==> src/sv/sctf_pkg.sv <==
// Shared types, constants and helpers for the sky column texel fade unit.
package sctf_pkg;

    localparam int TEX_DEPTH   = 1024;
    localparam int TEX_AW      = $clog2(TEX_DEPTH);
    localparam int FRAC_SHIFT  = 16;
    localparam int FADE_SHIFT  = 14;
    localparam int QUEUE_DEPTH = 4;
    localparam int QPTR_W      = $clog2(QUEUE_DEPTH);

    localparam logic [31:0] BOTTOM_EDGE  = 32'h0200_0000;
    localparam logic [8:0]  ALPHA_ONE    = 9'd256;
    localparam logic [7:0]  ALPHA_OPAQUE = 8'hFF;

    typedef enum logic [2:0] {
        CFG_START_FRAC   = 3'd0,
        CFG_FRAC_STEP    = 3'd1,
        CFG_TEX_HEIGHT   = 3'd2,
        CFG_TOP_COLOR    = 3'd3,
        CFG_BOTTOM_COLOR = 3'd4
    } t_cfg_index;

    // One queued item: either a texel load or a draw with its resolved fraction.
    typedef struct packed {
        logic              is_draw;
        logic [31:0]       frac;
        logic [TEX_AW-1:0] addr;
        logic [23:0]       texel;
    } t_qentry;

    typedef struct packed {
        logic [10:0] height;
        logic [23:0] top;
        logic [23:0] bottom;
    } t_fade_cfg;

    // Arithmetic-shifted fraction clamped to 0..256.
    function automatic logic [8:0] clamp_alpha(input logic [17:0] v);
        logic [8:0] res;
        if (v[17]) begin
            res = 9'd0;
        end else if (v[16:0] > 17'(ALPHA_ONE)) begin
            res = ALPHA_ONE;
        end else begin
            res = v[8:0];
        end
        return res;
    endfunction

    function automatic logic [7:0] mix_channel(input logic [7:0] c, input logic [7:0] tgt,
                                               input logic [8:0] a);
        logic [16:0] sum;
        sum = 17'(c * a) + 17'(tgt * (ALPHA_ONE - a));
        return sum[15:8];
    endfunction

endpackage

==> src/sv/sctf_queue.sv <==
// Short item queue between front end and back end.
module sctf_queue (
    input  logic               i_clk,
    input  logic               i_rst_n,
    input  logic               i_push,
    input  sctf_pkg::t_qentry  i_entry,
    output logic               o_full,
    input  logic               i_pop,
    output logic               o_valid,
    output sctf_pkg::t_qentry  o_entry
);
    import sctf_pkg::*;

    t_qentry           r_slots [QUEUE_DEPTH];
    logic [QPTR_W-1:0] r_wr_ptr;
    logic [QPTR_W-1:0] r_rd_ptr;
    logic [QPTR_W:0]   r_count;
    logic [QPTR_W:0]   n_count;
    logic              do_push;
    logic              do_pop;

    assign o_full  = (r_count == (QPTR_W+1)'(QUEUE_DEPTH));
    assign o_valid = (r_count != '0);
    assign o_entry = r_slots[r_rd_ptr];
    assign do_push = i_push && !o_full;
    assign do_pop  = i_pop && o_valid;

    always_comb begin
        n_count = r_count;
        if (do_push && !do_pop) begin
            n_count = r_count + 1'b1;
        end else if (do_pop && !do_push) begin
            n_count = r_count - 1'b1;
        end
    end

    always_ff @(posedge i_clk) begin
        if (!i_rst_n) begin
            r_wr_ptr <= '0;
            r_rd_ptr <= '0;
            r_count  <= '0;
        end else begin
            if (do_push) begin
                r_wr_ptr <= r_wr_ptr + 1'b1;
            end
            if (do_pop) begin
                r_rd_ptr <= r_rd_ptr + 1'b1;
            end
            r_count <= n_count;
        end
    end

    always_ff @(posedge i_clk) begin
        if (do_push) begin
            r_slots[r_wr_ptr] <= i_entry;
        end
    end

endmodule

==> config.mk <==
export PLATFORM = sky130hd
export DESIGN_NAME = sctf_queue
export DESIGN_NICKNAME = d
export VERILOG_FILES = /design/src/sv/sctf_pkg.sv /design/src/sv/sctf_queue.sv
export SDC_FILE = /design/constraint.sdc
export NUM_CORES = 1
export LEC_CHECK = 0
export ABC_CLOCK_PERIOD_IN_PS = 3800
export BUFFER_PORTS_ARGS = -buffer_cell sky130_fd_sc_hd__buf_2
export CORE_MARGIN = 3
export CORE_UTILIZATION = 40
export DETAILED_ROUTE_END_ITERATION = 10
export GPL_TIMING_DRIVEN = 0
export PLACE_DENSITY_LB_ADDON = 0.1
export REMOVE_ABC_BUFFERS = 1
export SLEW_MARGIN = 40
export SYNTH_ARGS = -nofsm -noshare
export SYNTH_HDL_FRONTEND = slang
export SYNTH_SLANG_ARGS = --single-unit
export TNS_END_PERCENT = 5
==> constraint.sdc <==
create_clock -name i_clk -period 3.8 [get_ports i_clk]
set_input_delay 0.19 -clock i_clk [delete_from_list [all_inputs] [get_ports i_clk]]
set_output_delay 0.19 -clock i_clk [all_outputs]
set_load 0.02 [all_outputs]
=== Word level (Yosys, flattened, before mapping) ===
Memories as Yosys holds them, arrays and structs flattened. A register that Yosys moved wholly into a read port is not among the register bits.
Index checks and enable logic that the tools add are counted.

* Register bits after elaboration: 7
* Memory bits (writable): 268
* Input bits: 71
* Output and inout port bits: 69
* Logic and storage cells: 24
* Memories: 1

* Add/sub/neg operators: 4
* Eq/ne operators: 1
* Muxes and demuxes: 6
* Reduce and logical (&&, ||, !) cells: 9

{| class="wikitable"
|+ Memories
! memory !! depth !! bits a word !! read ports !! clocked after memory_dff !! write ports !! RTL line !! source
|-
| r_slots || 4 || 67 || 1 || 1 || 1 || sctf_queue.sv:14 || <nowiki>t_qentry r_slots [QUEUE_DEPTH];</nowiki>
|}

{| class="wikitable"
|+ Operators by type and width
! operator !! number
|-
| two-way mux 3 bit || 2
|-
| adder 2 x 1 -> 2 bit (second input constant) || 2
|-
| logical AND 1 bit || 4
|-
| two-way mux 2 bit || 2
|-
| adder 3 x 1 -> 3 bit (second input constant) || 1
|-
| == test 3 bit (second input constant) || 1
|-
| logical NOT 1 bit || 3
|-
| nonzero test 3 bit || 1
|-
| subtractor 3 x 1 -> 3 bit (second input constant) || 1
|-
| two-way mux 1 bit || 2
|-
| nonzero test 2 bit || 1
|}

=== Depth between registers and ports, before layout ===
Gate-level depths: netlist of run 1.

* Depth after elaboration: 7
* Mapped depth: 9
* Depth with buffers taken out: 8

=== Worst setup path before layout of run 1 ===
Ideal clock, no wire load.

* Path type: reg2reg
* From: reg r_count[0]
* To: mem r_slots[0][0] in the netlist's numbering (enable)
* Arrival: 2.548 ns
* Required time: 3.368 ns
* Slack: 0.819 ns
* Cell stages (with the launch flop): 5
* Path buffers: 1
* Path through: dfxtp_1 nor3b_1 nor2b_1 clkbuf_1 and2_1

* Cells in the longest elaborated chain, start to end: 5

{| class="wikitable"
|+ RTL lines
! what !! RTL line !! source
|-
| from (decl) || sctf_queue.sv:17 || <nowiki>logic [QPTR_W:0] r_count;</nowiki>
|-
| from (signal assigned) || sctf_queue.sv:49 || <nowiki>r_count <= n_count;</nowiki>
|-
| == test 3 bit || sctf_queue.sv:22 || <nowiki>assign o_full = (r_count == (QPTR_W+1)'(QUEUE_DEPTH));</nowiki>
|-
| via o_full || sctf_queue.sv:7 || <nowiki>output logic o_full,</nowiki>
|-
| logical NOT 1 bit || sctf_queue.sv:25 || <nowiki>assign do_push = i_push && !o_full;</nowiki>
|-
| logical AND 1 bit || sctf_queue.sv:25 ||
|-
| via do_push || sctf_queue.sv:19 || <nowiki>logic do_push;</nowiki>
|-
| two-way mux 1 bit || sctf_queue.sv:54 || <nowiki>if (do_push) begin</nowiki>
|-
| two-way mux 1 bit (implied by the code) || sctf_queue.sv:55 || <nowiki>r_slots[r_wr_ptr] <= i_entry;</nowiki>
|-
| to (decl) || sctf_queue.sv:14 ||
|}

The timed path passes the listed nets, and every way through them passes these cells.

==> results of run 1 <==
power groups by stage:
stage / sequential [mW] / clock, mW / combinational, mW
finish: 3.88 / 2.50 / 2.17
global route: 3.92 / 2.72 / 2.33
CTS: 3.89 / 2.59 / 2.24
detailed placement: 3.96 / 0 / 2.17
global placement: 4.16 / 0 / 1.97
floorplan: 4.02 / 0 / 1.33
flip-flops by register name (all words and copies together), names as in the netlist, named ones only:
| register | cells |
|---|---|
| r_slots | 268 |
| r_count | 3 |
| r_rd_ptr | 2 |
| r_wr_ptr | 2 |
final cells by class:
type | instances | area (µm²) | share of cell area (%)
repair buffers | 219 | 1620 | 12.5
well taps | 324 | 405 | 3.14
multi-input cells | 101 | 1790 | 13.9
flip-flops and latches | 277 | 8240 | 63.8
clock inverters | 14 | 91.3 | 0.708
clock buffers | 35 | 748 | 5.80
inverters | 3 | 11.3 | 0.0873
per-stage QoR:
stage                     hold slack [ns]  std cells  util (%)  area (µm²)
final                               0.130        973      52.3       12900
after global routing                0.150        973      52.3       12900
after CTS                           0.104        973      52.3       12900
after detailed placement            0.407        856      46.1       11400
after global placement              0.398        844      45.1       11100
after floorplan                     0.289        381         -       10000
cell families (layout without fill, tap and decap cells):
logic type / count (synthesis) / in the layout / share of synthesized area (%)
compound gates: 4 / 4 / 0.283
xor+xnor: 4 / 4 / 0.344
fa+ha+maj: 6 / 6 / 0.812
buf+inv: 20 / 271 / 1.61
flops: 277 / 277 / 80.9
mux: 70 / 70 / 15.1
simple gates: 17 / 17 / 0.959
worst register-to-register path, delay by kind of cell, from the launching register on:
kind,cells,cell delay [ns]
compound gates,1,0.17
flops,1,0.47
simple gates,3,0.92
fa+ha+maj,2,0.67
xor+xnor,1,0.17
buf+inv,1,0.07
routing by layer:
layer / vias to the layer above / routed length (µm) / global-route usage [%]
met2: 122 / 9780 / 25.0
met3: 40 / 1000 / 2.84
met1: 2475 / 8030 / 19.1
li1: 2165 / - / -
met4: 2 / 461 / 3.52
met5: - / 7 / 0
cell usage after synthesis (2+ instances only):
master    count
mux2i_1       3
buf_12        4
dfxtp_1       9
and2_1        8
ha_1          5
inv_1         3
buf_1         3
mux4_2       67
edfxtp_1    268
xnor2_1       3
clkbuf_1      2
nand2_1       4
or3_1         2
buf_2         4
buf_4         3
nor2b_1       2
path summary, 6_finish.rpt:
kind	start	end	slack, ns	depth (start not counted)
max reg2reg	r_count[0]	r_count[2]	1.26	8
min reg2reg	r_wr_ptr[0]	r_wr_ptr[0]	0.52	2
max	flip-flop	o_entry[0]	1.10	4
min	i_pop	flip-flop	0.13	4
what timing repair did:
action / in CTS / in global routing
endpoints found under the hold margin: 273 / 0
buffers inserted: 0 / 0
hold buffers: 68 / 0
==> reports/results.txt, run 1 <==
final hold viol count: 0
Int Power: 6.15 mW
CP Data Arrival Time: 2.51 ns
Worst VDD drop: 0.000459 V
Layout Nets: 708
most frequent cells in the layout: 268 x edfxtp_1, 139 x buf_2, 68 x dlygate4sd3_1
initial antenna violation count: 1
via count: 4804
setup_tns: 0 ns
critical path class: reg2out
Max stage delay cell, worst path: dfxtp_4
CTS max path bufs: 3
Synthesis Warnings: 0
Startpoint Class: flip-flop
critical path capture point type: output port
first-pass GRT wire length: 30000 µm
H-tree levels: 1
Initial Utilization: 41.2%
NetSw: 2.39 mW
synth top area cells: edfxtp_1 79%, mux4_2 15%, dfxtp_1 1.8%, buf_12 0.79%, ha_1 0.61%
distinct cell type count after synthesis: 24
input/output buffers: 139
Hold Crit Class: in2reg
Tightest Pin Transition: 0.622 ns
CP Max Fanout: 23
CTS Root Cell: clkbuf_16
Sw Share: 28.0%
Top FF cell, synth: edfxtp_1
Post-Syn Area: 0.0102 mm²
number of synthesized flops with an enable pin: 268
synthesized area per cell: 25.6 µm²
Rows: 57
die width: 165 µm
Relative slew margins: 58.5%
Pins Over Slew Limit: 0
Resize count post-CTS: 0
die height: 165 µm
WP buf/inv: 3
synthesized flop and latch total: 277
Synth area leader: edfxtp_1
cell mode on critical path: buf_12
Clk pwr share: 29.3%
GRT overflow: 0
period utilization: 70.9%
CTS tree: yes
sequential element share of the synthesized area: 80.9%
ANT nets after route: 0
Total Wirelength: 19300 µm
endpoints failing setup: 0
CTS Sinks: 277
register share of total power: 45.4%
layout cell share with drive strength beyond 1: 40.2%
Synth top area share: 79.1%
RSZ-0062 raised after global routing: false
Worst path top cell family by delay: buffers and inverters
via/cell ratio: 4.94
CORE AREA: 0.0247 mm²
Critical Path RT: 3.61 ns
commonest non-fill, non-tap cell in the layout: edfxtp_1
largest net degree at the start of global routing: 33
First-pass DRT Iterations: 4
max_cap viols: 0
Post-Syn Instances: 398
Max Fclk: 0.371 GHz
n_diodes: 0
Skew-Pair Late Insertion Delay: 0.52 ns
Setup Slack @ Placement: 1.30 ns
I/O pin cnt: 140
initial drt markers: 313
TritonCTS buffer count: 29
Pwr Density: 663 mW/mm²
Leak: 4.37 nW
crit-path cells: buf_12, buf_12, mux4_2, buf_2
Logic pwr share: 25.4%
GR Util All Layers: 14.5%
total chip power: 8.55 mW
RePlAce Congestion: 0.672
number of global-route vias before repair: 5257
WL/cell: 19.8 µm
clock skew: 0.00815 ns
area delta synth->final: 26.8%
Die Area: 0.0274 mm²
fraction of registers with async set/reset: 0%
status: complete, no violations
worst setup margin: 1.10 ns
Period minus WS final: 2.70 ns
Largest stage delay, worst path: 0.67 ns
Reg clk slew, reported paths: 0.06 ns
Residual DRC: 0
fillers: 1996
hpwl dp: 11600 µm
Note: power is estimated with default switching activity, not from simulation.
==> inputs of run 2 (changes only) <==
--- a/config.mk
+++ b/config.mk
@@ -5,7 +5,7 @@
 export SDC_FILE = /design/constraint.sdc
 export NUM_CORES = 1
 export LEC_CHECK = 0
-export ABC_CLOCK_PERIOD_IN_PS = 3800
+export ABC_CLOCK_PERIOD_IN_PS = 2400
 export BUFFER_PORTS_ARGS = -buffer_cell sky130_fd_sc_hd__buf_2
 export CORE_MARGIN = 3
 export CORE_UTILIZATION = 40
==> constraint.sdc (replaced) <==
create_clock -name i_clk -period 2.4 [get_ports i_clk]
set_input_delay 0.12 -clock i_clk [delete_from_list [all_inputs] [get_ports i_clk]]
set_output_delay 0.12 -clock i_clk [all_outputs]
set_load 0.02 [all_outputs]
==> run 2 against run 1 <==
Sequential cell count unchanged; global-route usage increased by 0.11 points; sequential share of layout area decreased by 0.22 points; power increased by 59%; non-clock buffer count increased by 3; hold slack got worse by 0.068 ns; largest cell class unchanged; final cell count increased by 0.31%; first-iteration DRC count decreased by 10%.
==> reports/results.txt, run 2 (synthesized netlist as in run 1, its figures left out) <==
Residual DRC: 0
area delta synth->final: 27.2%
Total Wirelength: 19500 µm
First-pass DRT Iterations: 4
via/cell ratio: 4.93
clock skew: 0.00768 ns
Biggest register: r_slots
Relative slew margins: 73.2%
Rows: 57
worst setup margin: 0.152 ns
final hold viol count: 0
CTS max path bufs: 3
WHS Path Cells: 4
number of global-route vias before repair: 5261
die width: 165 µm
first-pass GRT wire length: 30200 µm
TritonCTS buffer count: 29
CP Max Fanout: 23
WL/cell: 20.0 µm
commonest non-fill, non-tap cell in the layout: edfxtp_1
Startpoint Class: flip-flop
period utilization: 93.6%
Max Fclk: 0.445 GHz
Die Area: 0.0274 mm²
RePlAce Congestion: 0.672
H-tree levels: 1
Largest register FFs: 268
biggest regs: r_slots (268), r_count (3)
Pins Over Slew Limit: 0
Reg clk slew, reported paths: 0.06 ns
CORE AREA: 0.0247 mm²
R2R depth: 7
Initial Utilization: 41.2%
via count: 4808
Skew-Pair Late Insertion Delay: 0.52 ns
reg2reg start: r_count[0]
CTS Sinks: 277
critical path class: reg2out
Tightest Pin Transition: 0.396 ns
CTS Root Cell: clkbuf_16
ANT nets after route: 0
Leak: 4.39 nW
FF-to-FF setup slack: 0.22 ns
Setup Slack @ Placement: -0.104 ns
initial drt markers: 281
Critical R2R Capture: r_count[2]
fillers: 1993
max_cap viols: 0
Layout Nets: 711
Worst VDD drop: 0.000726 V
Hold Crit Class: in2reg
hold path start: i_pop
layout cell share with drive strength beyond 1: 40.6%
largest net degree at the start of global routing: 33
Pwr Density: 1050 mW/mm²
input/output buffers: 139
die height: 165 µm
RSZ-0062 raised after global routing: false
initial antenna violation count: 1
most frequent cells in the layout: 268 x edfxtp_1, 139 x buf_2, 68 x dlygate4sd3_1
GRT overflow: 0
I/O pin cnt: 140
setup_tns: 0 ns
hpwl dp: 11600 µm
n_diodes: 0
CP Data Arrival Time: 2.13 ns
status: complete, no violations
critical path capture point type: output port
CTS tree: yes
Critical Path RT: 2.28 ns
Period minus WS final: 2.25 ns
GR Util All Layers: 14.6%
Final Util: 52.5%
endpoints failing setup: 0
-- run 2: critical path: stages, from the launching register on --
cell and delay, ns:
dfxtp_4 0.59, buf_12 0.26, buf_12 0.22, mux4_2 0.33, buf_2 0.18
-- run 2: worst max-delay path by stage --
stage                     from     endpoint  slack, ns  depth (start not counted)
floorplan            flip-flop   o_entry[0]      -1.29                          1
global route         flip-flop   o_entry[0]       0.03                          4
finish               flip-flop   o_entry[0]       0.15                          4
CTS                 r_count[0]   r_count[2]       0.05                          8
global placement     flip-flop  o_entry[49]      -2.91                          2
detailed placement  r_count[0]   r_count[2]      -0.10                          8
-- run 2: where the power goes --
group	internal [mW]	total, mW	switching [mW]	leakage [nW]
Sequential	5.87	6.04	0.166	2.53
Clock	2.30	3.96	1.66	0.416
Combinational	1.63	3.62	1.99	1.44
-- run 2: per-stage QoR --
| step | cell area [µm²] | instances | power, mW | hold slack, ns |
|---|---|---|---|---|
| after floorplan | 10000 | 381 | 8.47 | 0.219 |
| after global placement | 11100 | 844 | 9.14 | 0.328 |
| after detailed placement | 11400 | 856 | 9.71 | 0.337 |
| after CTS | 12900 | 975 | 13.9 | 0.0342 |
| after global routing | 12900 | 976 | 14.3 | 0.0798 |
| final | 12900 | 976 | 13.6 | 0.0617 |
-- run 2: per-layer routing --
metal / GRT usage, % / vias up / share of wire [%]
met5: 0 / - / 0.036
met4: 3.52 / 2 / 2.4
met3: 2.84 / 41 / 4.9
met2: 25.2 / 113 / 51
met1: 19.3 / 2481 / 42
li1: - / 2171 / -
-- run 2: cell type report --
type                       instances  area (µm²)  share of cell area, %
inverter                           3        11.3                 0.0870
tap                              324         405                   3.13
timing repair buffer             222        1660                   12.8
sequential                       277        8240                   63.6
clock inverter                    14        91.3                  0.706
multi-input combinational        101        1800                   13.9
clock buffer                      35         748                   5.78
-- run 2: repair_timing --
action	4_1_cts	5_1_grt
resized for setup	1	0
endpoints found under the hold margin	277	0
hold buffers	68	0
setup endpoints to repair	46	1
setup buffers	2	1
==> inputs of run 3 (changes only) <==
--- a/config.mk
+++ b/config.mk
@@ -7,6 +7,8 @@
 export LEC_CHECK = 0
 export ABC_CLOCK_PERIOD_IN_PS = 2400
 export BUFFER_PORTS_ARGS = -buffer_cell sky130_fd_sc_hd__buf_2
+export CELL_PAD_IN_SITES_DETAIL_PLACEMENT = 2
+export CELL_PAD_IN_SITES_GLOBAL_PLACEMENT = 2
 export CORE_MARGIN = 3
 export CORE_UTILIZATION = 40
 export DETAILED_ROUTE_END_ITERATION = 10
==> run 3 against run 2 <==
First-iteration DRC count grew 3.9%; fmax up 1.3%; hold slack worse by 0.030 ns; design area up 2.1%; via count increased by 2.8%; setup slack improved by 0.028 ns; sequential cell count unchanged; sequential power increased by 0.7%; utilization is 1.1 points higher; final cell count up 1.5%; non-clock buffer count grew 6; critical path depth increased by 4; critical path type is now reg2reg; largest power group unchanged; highest routed layer is now met4.
==> reports/results.txt, run 3 (synthesized netlist as in run 1, its figures left out) <==
die height: 165 µm
Total Wirelength: 23400 µm
Skew-Pair Late Insertion Delay: 0.54 ns
Leak: 4.52 nW
area delta synth->final: 29.9%
Initial Utilization: 41.2%
CTS Root Cell: clkbuf_16
Pwr Density: 1100 mW/mm²
CP Max Fanout: 6
Critical Path RT: 2.86 ns
most frequent cells in the layout: 268 x edfxtp_1, 136 x buf_2, 68 x dlygate4sd3_1
total chip power: 14.5 mW
FF+latch area: 0.00824 mm²
initial drt markers: 292
die width: 165 µm
ANT nets after route: 0
layout cell share with drive strength beyond 1: 41.9%
Tightest Pin Transition: 0.427 ns
endpoints failing setup: 0
CTS max path bufs: 3
initial antenna violation count: 3
first-pass GRT wire length: 35900 µm
CTS Sinks: 277
Worst Setup SP: r_count[1]
First-pass DRT Iterations: 4
via count: 4942
Max Fclk: 0.451 GHz
CORE AREA: 0.0247 mm²
TritonCTS buffer count: 30
hold path start: i_pop
final hold viol count: 0
Die Area: 0.0274 mm²
number of global-route vias before repair: 5790
fillers: 2136
clock skew: 0.00979 ns
Biggest register: r_slots
Relative slew margins: 71.2%
Worst VDD drop: 0.000675 V
Pins Over Slew Limit: 0
biggest regs: r_slots (268), r_count (3)
WHS Path Cells: 4
critical path capture point type: flip-flop
critical path class: reg2reg
period utilization: 92.5%
reg2reg start: r_count[1]
max_cap viols: 0
Period minus WS final: 2.22 ns
Residual DRC: 0
WL/cell: 23.6 µm
CTS tree: yes
commonest non-fill, non-tap cell in the layout: edfxtp_1
R2R depth: 8
GRT overflow: 0
status: complete, no violations
Reg clk slew, reported paths: 0.06 ns
Post-Place Cell Area: 0.0114 mm²
Largest register FFs: 268
Final Cell Area: 0.0132 mm²
Startpoint Class: flip-flop
via/cell ratio: 4.99
Layout Nets: 718
Critical R2R Capture: r_count[2]
I/O pin cnt: 140
input/output buffers: 139
largest net degree at the start of global routing: 33
GR Util All Layers: 17.5%
Hold Crit Class: in2reg
area of the multi-input gates: 0.00180 mm²
FF-to-FF setup slack: 0.18 ns
RePlAce Congestion: 0.658
CP Data Arrival Time: 2.68 ns
H-tree levels: 1
hpwl dp: 13900 µm
Rows: 57
-- run 3: worst max path at each step --
stage,end
after floorplan,o_entry[0]
after detailed placement,r_count[2]
after global placement,o_entry[10]
after global routing,r_count[2]
after CTS,o_entry[55]
final,r_count[2]
-- run 3: through the flow --
| step | setup slack (ns) | hold WS (ns) | utilization (%) | std cells | setup TNS, ns |
|---|---|---|---|---|---|
| floorplan | -1.29 | 0.219 | - | 381 | -247.02 |
| global placement | -2.84 | 0.329 | 45.1 | 844 | -755.79 |
| detailed placement | -0.220 | 0.337 | 46.3 | 858 | -0.220 |
| CTS | -0.0344 | 0.0303 | 53.4 | 983 | -0.0972 |
| global route | -0.00991 | 0.0334 | 53.6 | 991 | -0.00991 |
| finish | 0.180 | 0.0319 | 53.6 | 991 | 0 |
-- run 3: final cells by class --
class | instances | area share, %
Sequential cell | 277 | 62.3
Multi-Input combinational cell | 101 | 13.6
Timing Repair Buffer | 228 | 13.4
Clock buffer | 35 | 5.98
Tap cell | 324 | 3.07
Clock inverter | 20 | 1.45
Inverter | 3 | 0.0852
Antenna cell | 3 | 0.0568
-- run 3: where the power goes --
part	internal (mW)	switching (mW)	total, mW	leakage (nW)
clock network	2.76	1.80	4.56	0.481
logic	1.78	2.07	3.85	1.50
registers	5.88	0.202	6.08	2.53
-- run 3: per-layer routing --
| layer | share of wire (%) | global-route usage (%) |
|---|---|---|
| met1 | 39 | 21.5 |
| met2 | 54 | 31.6 |
| met3 | 5.6 | 3.97 |
| met4 | 1.8 | 4.08 |
| met5 | 0 | 0 |
-- run 3: what timing repair did --
| action | in CTS | in global routing |
|---|---|---|
| endpoints found under the setup margin | 25 | 25 |
| buffers inserted | 1 | 5 |
| gates cloned | 1 | 0 |
| pin swaps | 0 | 0 |
| gates resized for setup | 8 | 2 |
| hold buffers | 68 | 0 |
| endpoints found under the hold margin | 277 | 0 |
-- run 3: critical path, cell delays in order, from the launching register on --
cell,delay [ns]
dfxtp_1,0.47
nor3b_1,0.14
nor2b_2,0.18
ha_1,0.23
inv_1,0.07
fa_1,0.38
xor2_1,0.17
or3_1,0.31
a21boi_0,0.18
