## src/sv/sctf_pkg.sv

```systemverilog
// Shared types, constants and helpers for the sky column texel fade unit.
package sctf_pkg;

    localparam int TEX_DEPTH   = 1024;
    localparam int TEX_AW      = $clog2(TEX_DEPTH);
    localparam int FRAC_SHIFT  = 16;
    localparam int FADE_SHIFT  = 14;
    localparam int QUEUE_DEPTH = 4;
    localparam int QPTR_W      = $clog2(QUEUE_DEPTH);

    localparam logic [31:0] BOTTOM_EDGE  = 32'h0200_0000;
    localparam logic [8:0]  ALPHA_ONE    = 9'd256;
    localparam logic [7:0]  ALPHA_OPAQUE = 8'hFF;

    typedef enum logic [2:0] {
        CFG_START_FRAC   = 3'd0,
        CFG_FRAC_STEP    = 3'd1,
        CFG_TEX_HEIGHT   = 3'd2,
        CFG_TOP_COLOR    = 3'd3,
        CFG_BOTTOM_COLOR = 3'd4
    } t_cfg_index;

    // One queued item: either a texel load or a draw with its resolved fraction.
    typedef struct packed {
        logic              is_draw;
        logic [31:0]       frac;
        logic [TEX_AW-1:0] addr;
        logic [23:0]       texel;
    } t_qentry;

    typedef struct packed {
        logic [10:0] height;
        logic [23:0] top;
        logic [23:0] bottom;
    } t_fade_cfg;

    // Arithmetic-shifted fraction clamped to 0..256.
    function automatic logic [8:0] clamp_alpha(input logic [17:0] v);
        logic [8:0] res;
        if (v[17]) begin
            res = 9'd0;
        end else if (v[16:0] > 17'(ALPHA_ONE)) begin
            res = ALPHA_ONE;
        end else begin
            res = v[8:0];
        end
        return res;
    endfunction

    function automatic logic [7:0] mix_channel(input logic [7:0] c, input logic [7:0] tgt,
                                               input logic [8:0] a);
        logic [16:0] sum;
        sum = 17'(c * a) + 17'(tgt * (ALPHA_ONE - a));
        return sum[15:8];
    endfunction

endpackage

```

## src/sv/sctf_front.sv

```systemverilog
// Front end: accepts items, resolves the draw fraction and queues the work.
module sctf_front (
    input  logic               i_clk,
    input  logic               i_rst_n,
    input  logic               i_in_valid,
    output logic               o_in_ready,
    input  logic               i_mode,
    input  logic               i_first_pixel,
    input  logic [9:0]         i_texel_address,
    input  logic [7:0]         i_texel_red,
    input  logic [7:0]         i_texel_green,
    input  logic [7:0]         i_texel_blue,
    input  logic [31:0]        i_start_frac,
    input  logic [31:0]        i_frac_step,
    input  logic               i_q_full,
    output logic               o_q_push,
    output sctf_pkg::t_qentry  o_q_entry
);
    import sctf_pkg::*;

    logic [31:0] r_acc;
    logic [31:0] n_acc;
    logic [31:0] frac;
    logic        accept;

    assign o_in_ready = !i_q_full;
    assign accept     = i_in_valid && !i_q_full;
    assign frac       = i_first_pixel ? i_start_frac : r_acc;
    assign n_acc      = frac + i_frac_step;

    always_ff @(posedge i_clk) begin
        if (!i_rst_n) begin
            r_acc <= '0;
        end else if (accept && i_mode) begin
            r_acc <= n_acc;
        end
    end

    assign o_q_push          = accept;
    assign o_q_entry.is_draw = i_mode;
    assign o_q_entry.frac    = frac;
    assign o_q_entry.addr    = TEX_AW'(i_texel_address);
    assign o_q_entry.texel   = {i_texel_red, i_texel_green, i_texel_blue};

endmodule

```

## config.mk

```make
export PLATFORM = sky130hd
export DESIGN_NAME = sctf_front
export DESIGN_NICKNAME = d
export VERILOG_FILES = /design/src/sv/sctf_pkg.sv /design/src/sv/sctf_front.sv
export SDC_FILE = /design/constraint.sdc
export NUM_CORES = 1
export LEC_CHECK = 0
export BUFFER_PORTS_ARGS = -buffer_cell sky130_fd_sc_hd__buf_2
export CAP_MARGIN = 10
export CORE_UTILIZATION = 35
export CTS_BUF_LIST = sky130_fd_sc_hd__clkbuf_2
export DETAILED_ROUTE_END_ITERATION = 10
export MAX_ROUTING_LAYER = met4
export PLACE_DENSITY = 0.75
export SETUP_SLACK_MARGIN = 0.05
export SLEW_MARGIN = 40
export SYNTH_ARGS = -nofsm -noshare
export SYNTH_HDL_FRONTEND = slang
export SYNTH_SLANG_ARGS = --single-unit
```

## constraint.sdc

```tcl
create_clock -name i_clk -period 4.9 [get_ports i_clk]
set_input_delay 1.47 -clock i_clk [delete_from_list [all_inputs] [get_ports i_clk]]
set_output_delay 1.47 -clock i_clk [all_outputs]
set_load 0.005 [all_outputs]
```

Word level (Yosys, flattened, before mapping)
Index checks and enable logic that the tools add are counted.

Register bits after elaboration: 32. Output and inout bits: 69.

Add/sub/neg operators: 1. Muxes and demuxes: 1. Reduce and logical (&&, ||, !) cells: 3.

Operator list (number): adder 32 bit (1); 2-to-1 mux 32 bit (1); logical AND 1 bit (2); zero test 1 bit (1).

Logic depth before layout (Yosys ltp)
Gate-level depths: netlist (run 1).

Depth in word-level cells: 3. Depth in mapped cells: 13. Gate-level depth less buffers: 11.

Least setup slack after synthesis (run 1)
Ideal clock, no wire load.

Path kind: input to register. From: input port i_first_pixel. To: register r_acc[24]. Setup time: 74 ps. Arrival: 4399 ps. Data required time: 4826 ps. Setup slack: 427 ps. Cell stages on the path: 13. Path buffers: 2. Path through: clkbuf_1 > buf_1 > mux2_2 > ha_1 > fa_1 > a211oi_1 > o21ai_1 > o21ai_1 > o21ai_2 > a211oi_1 > o21bai_1 > mux2_2 > o21ai_0.

RTL lines: start, declared (line sctf_front.sv:8) `input logic i_first_pixel,`; end signal, assigned (line sctf_front.sv:35) `r_acc <= n_acc;`; end, declared (line sctf_front.sv:21) `logic [31:0] r_acc;`.

Worst setup path after layout (run 1)
From: input port i_first_pixel. To: register r_acc[27].

Cells in the longest elaborated chain, start to end: 2.

Ends and longest elaborated chain: 2-to-1 mux 32 bit (line sctf_front.sv:28) `assign frac = i_first_pixel ? i_start_frac : r_acc;`; adder 32 bit (line sctf_front.sv:29) `assign n_acc = frac + i_frac_step;`.

Every way passes these cells. A chain may end at the register's enable or synchronous reset.

==> results of run 1 <==
-- area by class of cell --
class / count / area, um2 / area share
clock buffer: 5 / 25.0 / 0.00653
tap: 129 / 161 / 0.0421
clock inverter: 3 / 37.5 / 0.00980
sequential: 32 / 641 / 0.167
multi-input combinational: 333 / 2410 / 0.629
antenna: 1 / 2.50 / 0.000653
timing repair buffer: 107 / 543 / 0.142
inverter: 3 / 11.3 / 0.00294
-- stage by stage --
stage,instance area (um2),total power [mW],util,std cells
after floorplan,3400,0.560,-,424
after global placement,3760,0.636,0.403,604
after detailed placement,3760,0.644,0.404,604
after CTS,3830,0.833,0.410,612
after global routing,3830,0.885,0.410,612
final,3830,0.832,0.411,613
-- per-layer routing --
layer  vias up  wire [um]  part of all wire
met4         0        167             0.018
li1       1639          -                 -
met5         -          0                 0
met2       131       4520              0.48
met1      1516       3950              0.42
met3        19        719             0.077
-- worst paths after layout --
| kind | startpoint | endpoint | slack [ns] | cells past startpoint |
|---|---|---|---|---|
| hold / removal | r_acc[1] | r_acc[1] | 0.48 | 2 |
| setup / recovery | i_first_pixel | r_acc[27] | 0.64 | 12 |
| hold reg to reg | r_acc[1] | r_acc[1] | 0.48 | 2 |
| setup reg to reg | r_acc[0] | r_acc[24] | 1.88 | 11 |
-- power by group through the flow --
stage,Clock (mW),Sequential [mW],Combinational [mW]
after global placement,0,0.287,0.349
after CTS,0.192,0.282,0.360
final,0.189,0.282,0.361
after global routing,0.200,0.284,0.400
after detailed placement,0,0.288,0.357
after floorplan,0,0.285,0.275
-- kinds of logic after synthesis --
| family | after synthesis | synth area share |
|---|---|---|
| and+or+nand+nor | 124 | 0.194 |
| DFF | 32 | 0.188 |
| muxes | 33 | 0.109 |
| buffers and inverters | 59 | 0.105 |
| AOI/OAI and AO/OA | 121 | 0.224 |
| adders and majority gates | 32 | 0.120 |
| xor gates and xnor gates | 23 | 0.0592 |
-- Yosys cell counts (all sizes together) (2+ instances only) --
cell    count  area [um2]
nand2      39         149
o21bai      6        45.0
ha         31         388
and2       17         106
o21ai      34         174
nand4b      3        26.3
xor2       15         131
o21a        4        30.0
a211oi      6        45.0
a21boi      6        45.0
dfxtp      32         641
nor2b       4        25.0
inv         3        11.3
or4b        2        20.0
nor4        2        18.8
clkbuf     17        63.8
mux2       33         372
nand3      23         120
a31oi       6        37.5
xnor2       8        70.1
nand4       6        37.5
nand2b      3        18.8
buf        39         282
a21o       11        82.6
o211ai     10        75.1
a21oi      29         145
and4        4        35.0
nor2       10        37.5
nor3        6        30.0
o211a       4        40.0
-- tightest hold or removal path: cells and delay by family, from the launching register on --
kind | cells | cell delay (ns)
DFF | 1 | 0.35
AOI/OAI and AO/OA | 1 | 0.06
and+or+nand+nor | 1 | 0.05
==> results.md, run 1 <==
* Setup Fix Bufs, Post-CTS at 0
* Final cycle utilization of the critical path at 0.869
* Total Wirelength at between 9000 and 10000 um
* Peak VDD IR at between 0.1 and 0.15 mV
* Met2 GRT Util at 0.314
* #FFs+latches synth at 32
* Worst Path Max Fanout at 11
* Syn Inst Count at around 420
* CTS resizes at 0
* P&R area growth vs syn at 12.6%
* Initial DRC count at 141
* Clock Pin Slew Worst Setup and Hold Paths at ~0.21 ns
* Pre-antenna DRT Iters at 4
* First-pass GRT wire length at 14900 um
* Least-Margin Pin Slew at approximately 0.76 ns
* Final setup violation count at 0
* # hold bufs at CTS at 0
* Setup_tns at 0 ns
* GRT overflow at 0
* Boundary Pins at between 150 and 200
* Placeable Area at around 9300 um2
* Mapped Nets at 560
* Worst hold path type: reg2reg
* Max incr delay on CP at ~0.50 ns
* GR Layer Usage met1 at 0.235
* Die area at slightly above 10000 um2
* DRC at 0
* Final WS setup at around 0.64 ns
* Dpl ws at approximately 0.27 ns
* P_int at approximately 520 uW
* CTS tree: done
* Vias at around 3300
* Leakage power at ~1.8 nW
* Status: finished clean
* Top flop regs: r_acc (32)
* RePlAce Congestion at between 0.9 and 1
* Clk network pwr share at 0.227
* Fin. Hold Viols at 0
* Die W at roughly 100 um
* Logic gate share of total power at 0.434
* FMAX at 235 MHz
* Pwr/cell area at approximately 220 nW/um2
* Clock sinks at 32
* WHS at around 0.48 ns
* Via density at ~5.4
* Dpl hpwl at about 7300 um
* GRT Total Usage at 0.189
* Routed len/inst at about 15 um
* Synth cell types at between 40 and 50
* Vias in the first global route at about 3200
* Slowest cell on the critical path: or4b_1
* Synth Area per Inst at around 8 um2
* H-tree levels at 2
* CTS buffer count at 5
* Cells along the critical path: buf_2 > buf_4 > mux2_2 > ha_1 > nand2_1 > nor4_2 > nand4_1 > nand3_2 > a31oi_1 > o21ba_1 > or4b_1 > nand3_1
* Root Buffer: clkbuf_2
* Top FF cell, synth: dfxtp_1
* Post-synth design cell area at around 3400 um2
* I/O Buffers at 104
* Share of layout cells above drive strength 1 at 0.317
* Max reg flops at 32
* FP Rows at 35
* WP buf/inv at 2
* CTS max path bufs at 2
* Ys Warns at 0
* Max cap viols at 0
* Commonest non-fill, non-tap cell in the layout: buf_2
* Nets at slightly above 600
* Final Skew at 0.0328 ns
* Sequential power share at 0.339
* Top delay family on crit path: simple AND/OR/NAND/NOR gates
* Final Critical Period at approximately 4.3 ns
* Routed Antenna Nets at 0
* Register area share after synthesis at 0.188
* Initial antenna violation count at 0
* Critical Path RT at 5.28 ns
* Commonest cells after routing, fill and taps aside: buf_2 (104), nand2_1 (37), mux2_2 (33), dfxtp_1 (32)
* # fillers at approximately 960
* Met3 GRT Util at 0.0361
* Synth async-reset ratio at 0
* Arrival @ worst endpoint at about 4.6 ns
* GR peak layer: met2
* Most flop-heavy register: r_acc
* Crit Path Class: in2reg
* EDFF count, synth at 0
* Max_slew headroom at 0.491
* Die H at roughly 100 um
* Largest net degree at the start of global routing at between 40 and 50
* Clk_lat worst skew at just over 0.4 ns
* Startpoint class of the critical path: input port
* Final slew viol count at 0
* Unrepaired setup endpoints after global routing: no
* Sw Ratio at 0.373
* Worst setup EP type: register
* NetSw at 310 uW
* Initial core utilization at 0.365
Power figures use the tool's default switching activity.
==> run 2: changes to the inputs <==
--- a/config.mk
+++ b/config.mk
@@ -11,7 +11,7 @@
 export CTS_BUF_LIST = sky130_fd_sc_hd__clkbuf_2
 export DETAILED_ROUTE_END_ITERATION = 10
 export MAX_ROUTING_LAYER = met4
-export PLACE_DENSITY = 0.75
+export PLACE_DENSITY = 0.78
 export SETUP_SLACK_MARGIN = 0.05
 export SLEW_MARGIN = 40
 export SYNTH_ARGS = -nofsm -noshare
==> constraint.sdc (replaced) <==
create_clock -name i_clk -period 3.45 [get_ports i_clk]
set_input_delay 1.035 -clock i_clk [delete_from_list [all_inputs] [get_ports i_clk]]
set_output_delay 1.035 -clock i_clk [all_outputs]
set_load 0.005 [all_outputs]
==> run 2 against run 1 <==
Net effect:
- via count rose by 10%
- wire length increased by 10%
- non-clock buffer count increased by 77
- cell area up 21%
- first-iteration DRC count is 18% lower
- cell count up 12%
- utilization increased by 8.6 points
- critical path type unchanged
==> results.md, run 2 (synthesis results as in run 1) <==
* Boundary Pins at ~170
* CTS buffer count at 5
* Max cap viols at 0
* Worst hold path type: reg2reg
* Worst Path Max Fanout at 17
* Via density at about 5.3
* Placeable Area at slightly above 9000 um2
* Max reg flops at 32
* Vias in the first global route at around 3500
* P&R area growth vs syn at 36.1%
* Hold Path Sink: r_acc[1]
* I/O Buffers at 104
* Pre-antenna DRT Iters at 4
* Final slew viol count at 0
* Clk_lat worst skew at roughly 0.40 ns
* Final Skew at 0.0411 ns
* Commonest cells after routing, fill and taps aside: buf_2 (104), buf_4 (79), nand2_1 (37), dfxtp_1 (32), mux2_2 (31)
* Final cycle utilization of the critical path at 0.961
* Peak VDD IR at between 0.1 and 0.15 mV
* Dpl cells at 680
* Unrepaired setup endpoints after global routing: no
* Root Buffer: clkbuf_2
* Startpoint class of the critical path: input port
* Final WS setup at ~0.14 ns
* Worst setup EP type: register
* N_diodes at 0
* Largest net degree at the start of global routing at 47
* Setup_tns at 0 ns
* FP Rows at 35
* GRT overflow at 0
* DRC at 0
* Dpl hpwl at roughly 8200 um
* Dpl cell area at between 4000 and 5000 um2
* H-tree levels at 2
* R2R setup slack at around 0.73 ns
* CTS max path bufs at 2
* End of the worst register-to-register path: r_acc[30]
* Initial antenna violation count at 0
* Post-Layout Cell Count at 688
* GRT Total Usage at 0.206
* Worst hold path stage count at 2
* Routed Antenna Nets at 0
* FMAX at between 300 and 400 MHz
* Final Critical Period at ~3.3 ns
* Nets at just under 700
* Least-Margin Pin Slew at 0.800 ns
* Leakage power at around 2.2 nW
* Status: finished clean
* Most flop-heavy register: r_acc
* Final Instance Area at about 4600 um2
* RePlAce Congestion at around 0.90
* Crit Path Class: in2reg
* Vias at around 3600
* Max_slew headroom at 0.467
* Initial DRC count at 115
* Worst Hold Launch: r_acc[1]
* R2R Path Start: r_acc[0]
* Final setup violation count at 0
* Fin. Hold Viols at 0
* Die area at 10100 um2
* Dpl ws at -0.353 ns
* WHS at around 0.47 ns
* # hold bufs at CTS at 0
* Critical Path RT at between 3 and 4 ns
* Commonest non-fill, non-tap cell in the layout: buf_2
* CTS tree: done
* Clock Pin Slew Worst Setup and Hold Paths at 0.16 ns
* Final Util at 0.496
* Initial core utilization at 0.365
* Clock sinks at 32
* Total Power Consumption at 1.28 mW
* First-pass GRT wire length at 16300 um
* Top flop regs: r_acc (32)
* Pwr/cell area at around 280 nW/um2
* Cells on worst reg2reg path at 11
* Total Wirelength at ~10000 um
* Routed len/inst at ~15 um
* Arrival @ worst endpoint at between 3 and 4 ns
* Die W at 101 um
* Share of layout cells above drive strength 1 at 0.456
* Die H at around 100 um
-- run 2: layout make-up --
type                    count  area [um2]
clock buffers               5        25.0
flip-flops and latches     32         641
well taps                 129         161
repair buffers            184        1130
inverters                   3        11.3
clock inverters             2        7.51
fillers                   899        4700
multi-input cells         333        2650
-- run 2: worst max path at each step --
stage,start,endpoint,slack [ns],cells past startpoint
finish,i_first_pixel,r_acc[29],0.14,13
global route,i_first_pixel,r_acc[23],0.03,13
CTS,i_first_pixel,r_acc[26],0.07,13
detailed placement,i_first_pixel,r_acc[30],-0.35,12
global placement,i_first_pixel,r_acc[31],-0.30,12
floorplan,i_first_pixel,r_acc[26],-0.13,13
-- run 2: timing repair --
item / in CTS / in global routing
buffers inserted: 0 / 1
endpoints found under the setup margin: 0 / 11
resized for setup: 0 / 10
-- run 2: critical path: stages --
cell	delay, ns
buf_2	0.15
buf_12	0.17
mux2_2	0.37
ha_1	0.32
a21oi_1	0.23
o21ai_0	0.16
a32oi_1	0.24
nand3_2	0.15
a31oi_4	0.24
buf_4	0.15
o211ai_1	0.12
nand4b_1	0.12
o211ai_1	0.11
-- run 2: power by group --
part	total [mW]	internal (mW)	switching, mW
logic	0.700	0.363	0.337
registers	0.402	0.390	0.0113
clock network	0.181	0.0418	0.139
total	1.28	0.795	0.487
-- run 2: layer usage --
metal  vias to the layer above  global-route usage  wire length [um]  share of wire
met5                         -                   -                 0              0
met4                         0              0.0591               184          0.018
met3                        26              0.0319               523          0.051
met2                       126               0.361              5140           0.50
met1                      1701               0.244              4460           0.43
li1                       1786                   -                 -              -
==> run 3: changes to the inputs <==
--- a/config.mk
+++ b/config.mk
@@ -5,13 +5,14 @@
 export SDC_FILE = /design/constraint.sdc
 export NUM_CORES = 1
 export LEC_CHECK = 0
+export ABC_AREA = 1
 export BUFFER_PORTS_ARGS = -buffer_cell sky130_fd_sc_hd__buf_2
 export CAP_MARGIN = 10
 export CORE_UTILIZATION = 35
 export CTS_BUF_LIST = sky130_fd_sc_hd__clkbuf_2
 export DETAILED_ROUTE_END_ITERATION = 10
 export MAX_ROUTING_LAYER = met4
-export PLACE_DENSITY = 0.78
+export PLACE_DENSITY = 0.75
 export SETUP_SLACK_MARGIN = 0.05
 export SLEW_MARGIN = 40
 export SYNTH_ARGS = -nofsm -noshare
==> run 3 against run 2 <==
Net effect:
- the run now ends with design-rule violations left
- global-route usage about the same
- sequential power fell by 1%
- synthesized area rose by 24%
- utilization fell by 9.0 points
- register-to-register slack better by 0.50 ns
- via count is 25% higher
- setup slack better by 0.16 ns
- clock skew is 0.017 ns lower
- fmax rose by 5.1%
- clock power is 58% higher
- sequential share of layout area shrank 0.20 points
- largest cell class unchanged
==> results.md, run 3 <==
* Status: finished with violations
* Failing checks: design-rule violations
* Top FF cell, synth: dfxtp_1
* Total Power Consumption at about 1.3 mW
* Critical Path RT at 2.41 ns
* Die area at roughly 12000 um2
* Clock Pin Slew Worst Setup and Hold Paths at around 0.19 ns
* Startpoint class of the critical path: input port
* Biggest area consumer among synthesized cells: nand2_1
* Total Wirelength at between 10000 and 15000 um
* Peak VDD IR at around 0.13 mV
* Initial antenna violation count at 0
* Ys Warns at 0
* Clk_lat worst skew at ~0.43 ns
* Logic gate share of total power at 0.474
* Worst setup EP type: primary output
* I/O Buffers at approximately 100
* Final slew viol count at 0
* H-tree levels at 2
* Nets at slightly below 1000
* Commonest cells after routing, fill and taps aside: nand2_1 (255), inv_1 (172), buf_2 (104), a21oi_1 (53), o21ai_0 (48)
* RePlAce Congestion at ~0.94
* Pre-antenna DRT Iters at 9
* Dpl hpwl at between 10000 and 15000 um
* Register area at about 640 um2
* Placeable Area at ~12000 um2
* Post-Layout Cell Count at between 900 and 1000
* FP Rows at 39
* Max cap viols at 0
* Clock sinks at 32
* Mapped Nets at 912
* Least-Margin Pin Slew at 0.568 ns
* Routed len/inst at around 12 um
* Root Buffer: clkbuf_2
* Arrival @ worst endpoint at ~2.1 ns
* Crit Path Class: in2out
* # hold bufs at CTS at 0
* CTS tree: done
* CTS resizes at 0
* Final Instance Area at around 4700 um2
* Leakage power at just under 3 nW
* Worst Path Max Fanout at 26
* Boundary Pins at ~170
* Top flop regs: r_acc (32)
* Worst hold path type: reg2reg
* Hold Path Sink: r_acc[1]
* Max reg flops at 32
* # fillers at between 1000 and 1500
* Via density at about 4.6
* Most flop-heavy register: r_acc
* Synth async-reset ratio at 0
* Dpl cells at roughly 980
* Vias at about 4500
* Register area share after synthesis at 0.152
* Setup Fix Bufs, Post-CTS at 0
* Commonest cells in the netlist: nand2_1 (255), inv_1 (172), a21oi_1 (53), o21ai_0 (48), nor2_1 (45)
* GRT Total Usage at 0.206
* N_diodes at 0
* Die W at 112 um
* Setup_tns at 0 ns
* R2R setup slack at around 1.2 ns
* Pwr/cell area at approximately 280 nW/um2
* Post-Route M1 WL at slightly below 6000 um
* Sequential power share at 0.305
* P_int at around 740 uW
* Routed Antenna Nets at 0
* Syn Inst Count at between 700 and 800
* #FFs+latches synth at 32
* NetSw at about 550 uW
* Count leader, synth: nand2_1
* Largest net degree at the start of global routing at 32
* Post-synth design cell area at ~4200 um2
* Clk network pwr share at 0.221
* CTS max path bufs at 2
* EDFF count, synth at 0
* GRT overflow at 0
* Synth cell types at 26
* P&R area growth vs syn at 11.6%
* Worst Hold Launch: r_acc[1]
* First-pass GRT wire length at just over 20000 um
* Sw Ratio at 0.428
* Dpl cell area at around 4600 um2
* Initial core utilization at 0.364
* Unrepaired setup endpoints after global routing: no
* Final cycle utilization of the critical path at 0.914
* Fin. Hold Viols at 0
* Worst hold path stage count at 2
* Final setup violation count at 0
* Share of layout cells above drive strength 1 at 0.159
* Met2 Wirelength at roughly 5000 um
* R2R Path Start: r_acc[0]
* Final Critical Period at 3.15 ns
* Final Util at 0.406
* Vias in the first global route at approximately 4200
* Cells on worst reg2reg path at 14
* Max_slew headroom at 0.619
* Synth top area share at 0.227
* CTS buffer count at 5
* Die H at approximately 110 um
* DRC at 13
* Uppermost layer routed: met4
* FMAX at roughly 320 MHz
* End of the worst register-to-register path: r_acc[20]
* Final Skew at roughly 0.024 ns
* Area of the multi-input gates at ~2600 um2
* Synth Area per Inst at around 5.4 um2
* Initial DRC count at around 330
* Met3 wire len at just over 900 um
* Top post-synthesis cells by area: nand2_1 (23%), inv_1 (15%), dfxtp_1 (15%)
* Commonest non-fill, non-tap cell in the layout: nand2_1
==> run 3: layout make-up <==
class,count,share of cell area
inverters,174,0.139
repair buffers,109,0.121
clock buffers,6,0.00639
clock inverters,2,0.00746
flip-flops and latches,32,0.136
well taps,143,0.0381
multi-input cells,520,0.551
==> run 3: critical path, stage by stage <==
cell,delay [ns]
buf_2,0.22
buf_4,0.31
mux2_2,0.41
buf_2,0.14
==> run 3: how the worst max path moves through the flow <==
stage,slack (ns),startpoint,end
floorplan,0.38,i_first_pixel,r_acc[20]
global placement,0.13,i_first_pixel,r_acc[31]
detailed placement,0.13,i_first_pixel,r_acc[31]
CTS,0.27,i_first_pixel,o_q_entry[62]
global route,0.22,i_first_pixel,o_q_entry[62]
finish,0.30,i_first_pixel,o_q_entry[62]
==> run 3: cells by family after synthesis <==
logic type,Yosys count,synth area share
multiplexers,1,0.00268
AO/OA/AOI/OAI,108,0.132
XOR/XNOR,15,0.0312
AND/OR/NAND/NOR,364,0.352
adder cells (fa/ha/maj),32,0.0969
flip-flops,32,0.152
buffers and inverters,224,0.233
==> run 3: power by group through the flow <==
stage | sequential (mW) | combinational, mW | clock, mW
finish | 0.396 | 0.614 | 0.286
detailed placement | 0.404 | 0.609 | 0
global route | 0.398 | 0.704 | 0.304
CTS | 0.396 | 0.613 | 0.292
global placement | 0.403 | 0.609 | 0
floorplan | 0.402 | 0.455 | 0
==> run 3: routing by layer <==
metal | vias to the layer above | track usage
met4 | 0 | 0.0721
li1 | 2452 | -
met3 | 16 | 0.0343
met1 | 1895 | 0.278
met2 | 171 | 0.309
met5 | - | -
==> run 3: stage by stage <==
step | hold slack [ns] | worst slack [ns]
CTS | 0.465 | 0.274
floorplan | 0.424 | 0.384
global route | 0.488 | 0.222
detailed placement | 0.441 | 0.128
finish | 0.462 | 0.296
global placement | 0.440 | 0.133
